$ cat src/rtl/core/fxa_div_step.sv
// fxa_div_step: one restoring division step, one quotient bit
// depends on nothing; instantiated once per divider stage by the core
`default_nettype none

module fxa_div_step #(
    parameter int WORD_BITS = 32,
    parameter int QUOT_BITS = 40
) (
    input  wire logic [WORD_BITS-1:0] i_rem,
    input  wire logic                 i_bit,
    input  wire logic [QUOT_BITS-1:0] i_quot,
    input  wire logic [WORD_BITS-1:0] i_div,
    output logic      [WORD_BITS-1:0] o_rem,
    output logic      [QUOT_BITS-1:0] o_quot
);

    logic [WORD_BITS:0] shifted;
    logic               take;

    always_comb begin
        shifted = {i_rem, i_bit};
        take    = shifted >= {1'b0, i_div};
        o_rem   = take ? WORD_BITS'(shifted - {1'b0, i_div}) : shifted[WORD_BITS-1:0];
        o_quot  = {i_quot[QUOT_BITS-2:0], take};
    end

endmodule

`default_nettype wire

$ cat config.mk
export PLATFORM = sky130hd
export DESIGN_NAME = fxa_div_step
export DESIGN_NICKNAME = d
export VERILOG_FILES = /design/src/rtl/core/fxa_div_step.sv
export SDC_FILE = /design/constraint.sdc
export NUM_CORES = 1
export LEC_CHECK = 0
export BUFFER_PORTS_ARGS = -buffer_cell sky130_fd_sc_hd__buf_2
export CORE_MARGIN = 5
export CORE_UTILIZATION = 31
export DETAILED_ROUTE_END_ITERATION = 16
export SLEW_MARGIN = 20
export SYNTH_ARGS = -nofsm -noshare
export SYNTH_HDL_FRONTEND = slang
export SYNTH_SLANG_ARGS = --single-unit
$ cat constraint.sdc
create_clock -name vclk -period 3.7
set_input_delay 0.555 -clock vclk [all_inputs]
set_output_delay 0.555 -clock vclk [all_outputs]
set_load 0.05 [all_outputs]
# Word-level counts from Yosys, hierarchy flattened
# Index checks and enable logic that the tools add are counted.
# W data, S select, Z words.
# word_totals
register_bits	0
inputBits	105
elab_cells	3
# op_classes
add_sub_neg	1
order_cmp	1
n_mux	1
# ops
operator	n
$ge A33 B32 Y1	1
$mux W32	1
$sub A32 B32 Y32	1

# Depth between registers and ports, before layout
# depth
depth_word	2
mapped_depth	14

# Worst setup path after synthesis
# OpenSTA, ideal clock, no wires.
# synth_path
kind	input to output
startpoint	input port i_div[7]
endpoint	output port o_rem[31]
t_arrival_ns	4.110
slack_ns	-0.965
cell_stages	10
cell_sequence	inv_1 > ha_1 > a21oi_2 > a211oi_1 > or3_4 > nor4b_4 > and2b_1 > a31o_2 > and3_1 > o41ai_1
# synth_between
elab_chain_len	2
word_cells_on_any_way	3
classes_between	1 x add/sub; 1 x order compare; 1 x mux
# synth_lines
element	line_no	rtl
start, declared	12	input wire logic [WORD_BITS-1:0] i_div,
$sub A32 B32 Y32 or $ge A33 B32 Y1 (tied branches)	23, 22	
$mux W32 *	23	o_rem = take ? WORD_BITS'(shifted - {1'b0, i_div}) : shifted[WORD_BITS-1:0];
end, declared	13	output logic [WORD_BITS-1:0] o_rem,
# Every way passes the cells marked *; elsewhere a longest branch is shown, timed or not.

# Worst setup path in the final report
# layout_path
startpoint	input port i_rem[11]
endpoint	output port o_rem[23]
# layout_between
elab_chain_len	2
word_cells_on_any_way	3
classes_between	1 x add/sub; 1 x order compare; 1 x mux
# layout_lines
element	line_no	rtl
start, declared	9	input wire logic [WORD_BITS-1:0] i_rem,
$sub A32 B32 Y32 or $ge A33 B32 Y1 (tied branches)	23, 22	
$mux W32 *	23	
# Marked as above.

==> flow_summary.rst <==
.. list-table::
   :header-rows: 1

   * - Metric
     - Value
   * - Status
     - complete, no violations
   * - Global-route wire length before repair
     - 11900 um
   * - Final hold violation count
     - 0
   * - Share of the yosys chip area belonging to registers
     - 0
   * - Die Footprint
     - 10430 um^2
   * - WP data required
     - 3.14 ns
   * - Dpl cell area
     - 3237 um^2
   * - Unrepaired setup endpoints after global routing
     - true
   * - Initial standard-cell utilization of the core
     - 0.3186
   * - Sequential cell area in the final layout
     - 0 um^2
   * - Sort of element at the end of the critical path
     - output port
   * - Maximum frequency from static timing analysis
     - 274.6 MHz
   * - Flip-flop and latch count
     - 0
   * - Endpoint arrival time on the critical path
     - 3.09 ns
   * - Fin. max-slew vios
     - 0
   * - DR iter-0 viols
     - 90
   * - Number of global-route vias before repair
     - 2654
   * - Largest driver fanout on the critical path
     - 12
   * - Kind of path behind the tightest hold check
     - primary input to output port
   * - Number of diodes added for antenna fixing
     - 0
   * - Fraction of layout instances using a drive strength above 1
     - 0.4537
   * - Final HPWL DP
     - 6588 um
   * - Wire length after detailed routing
     - 7869 um
   * - Clock buffer count in the final layout
     - 0
   * - Largest net degree at the start of global routing
     - 13
   * - Worst setup startpoint
     - i_rem[11]
   * - Power Density
     - 290.2 nW/um^2
   * - Die span in y
     - 102.1 um
   * - Floorplan Core Area
     - 8258 um^2
   * - Combined area of the multi-input logic cells
     - 2271 um^2
   * - Number of DRC violations after detailed routing
     - 0
   * - Final setup violation count
     - 0
   * - Area of all placed cells without fillers
     - 3664 um^2
   * - Final-layout setup total negative slack
     - 0 ns
   * - Count of max-cap constraint violations
     - 0
   * - Slew at the pin with the worst max-slew slack
     - 0.5204 ns
   * - Buffers added on ports
     - 98
   * - Final period util
     - 0.9841
   * - Relative area change from synthesis to final layout
     - 39.23%
   * - Filler cell count
     - 856
   * - Cell leakage power
     - 0.001839 uW
   * - Antenna viol nets, final
     - 0
   * - Synthesized net count
     - 501
   * - Routed len/inst
     - 14.08 um
   * - Initial antenna violation count
     - 0
   * - Worst setup path class
     - primary input to output port
   * - Utilization after layout
     - 0.4436
   * - Count of standard-cell rows
     - 33
   * - Worst relative slew slack
     - 0.6485
   * - Count of unique library cells instantiated by Yosys
     - 51
   * - IR Drop Worst-Case VDD
     - 130.3 uV
   * - Sum of internal, switching and leakage power
     - 1063 uW
   * - Final weighted congestion in routability-driven placement
     - 0.8453
   * - Vias per inst
     - 4.945
   * - Boundary pin count
     - 177
   * - Category of the worst setup path launch point
     - primary input
   * - Number of instances in the synthesized netlist
     - 363
   * - Warnings, synthesis
     - 0
   * - First-pass iteration count of the detailed router
     - 4
   * - Min Tclk post-route
     - 3.641 ns
   * - Post-Syn Area per Cell
     - 7.249 um^2
   * - Remaining Overflow, GRT
     - 0
   * - Hold Path Origin
     - i_quot[12]
   * - Vias post-DR
     - 2764
   * - Combined global-route utilization of all metal layers
     - 0.1341
   * - Die extent in x
     - 102.1 um
   * - Post-synthesis instance area
     - 2631 um^2
   * - Net count, final
     - 594
through the flow:
stage	worst slack, ns	instances	hold slack (ns)
6_report	0.05886	559	1.110
3_5_place_dp	-0.1605	555	1.110
3_3_place_gp	-0.1720	555	1.110
4_1_cts	0.008944	555	1.110
5_1_grt	-0.04558	559	1.110
2_1_floorplan	-0.08551	363	1.277
critical path: stages:
cell,delay [ns]
buf_2,0.11
ha_1,0.30
nand4_1,0.14
nor2_1,0.05
or3_4,0.39
nor4b_4,0.36
o21ai_2,0.11
a31oi_4,0.21
o21a_4,0.19
inv_8,0.05
buf_12,0.14
mux2_4,0.31
buf_6,0.15
cells by family after synthesis:
group                      after synthesis  synth area share
AOI/OAI and AO/OA                       89            0.2321
xor gates and xnor gates                26           0.08654
adders and majority gates               33            0.1598
buffers and inverters                   94            0.2011
and+or+nand+nor                         89            0.1721
muxes                                   32            0.1484
layout make-up:
cell class | count | share of cell area
tap | 105 | 0.03586
multi-input combinational | 269 | 0.6199
inverter | 41 | 0.04474
timing repair buffer | 144 | 0.2995
synth_stat cells, types with 3 or more instances:
cell	number	area share
buf_4	40	0.11
inv_1	40	0.057
ha_1	32	0.15
a21oi_1	26	0.049
nand2_1	24	0.034
nor2_1	23	0.033
mux2_2	20	0.086
xnor2_1	18	0.060
o21ai_0	13	0.025
a21o_1	9	0.026
clkbuf_1	9	0.013
mux2_4	9	0.051
nand4_1	9	0.021
xor2_1	8	0.027
nand3_1	7	0.013
nor2b_1	6	0.014
nor3_1	6	0.011
a31oi_1	5	0.012
o21a_1	4	0.011
o21bai_1	4	0.011
a211oi_1	3	0.0086
a21boi_0	3	0.0086
a31o_2	3	0.010
and3_1	3	0.0071
mux2i_1	3	0.011
nor3b_1	3	0.0086
o211ai_1	3	0.0086
layer usage:
| layer | vias up | wire, um | track usage | share of wire |
|---|---|---|---|---|
| li1 | 1421 | - | - | - |
| met1 | 1244 | 3589 | 0.1838 | 0.46 |
| met2 | 85 | 3689 | 0.2339 | 0.47 |
| met3 | 14 | 501 | 0.009556 | 0.064 |
| met4 | 0 | 89 | 0.02220 | 0.011 |
| met5 | - | 0 | 0 | 0 |
where the power goes:
part	leakage, uW	switching (uW)	total (uW)	internal [uW]
sequential	0	0	0	0
combinational	0.00184	595	1060	468
clock	0	0	0	0
path summary, 6_finish.rpt:
check / cells past startpoint / slack (ns) / end
worst max-delay path: 13 / 0.06 / o_rem[23]
worst min-delay path: 0 / 1.11 / o_quot[13]
repair_timing:
action,in CTS,in global routing
hold buffers,0,0
endpoints found under the hold margin,0,0
buffers inserted,0,3
pin swaps,7,8
resized for setup,51,48
cloned,0,1
endpoints found under the setup margin,30,32
placed cells by master (no fill, tap or decap), types with 6 or more instances in the layout:
cell / n
ha_1: 25
buf_2: 66
xor2_1: 8
nor2_1: 23
buf_4: 41
nand2_1: 24
inv_1: 37
mux2_2: 20
nand4_1: 9
xnor2_1: 18
o21ai_0: 11
buf_6: 29
mux2_4: 9
a21oi_1: 25
a21o_1: 9
nand3_1: 6
ha_4: 7
Power figures use the tool's default switching activity.
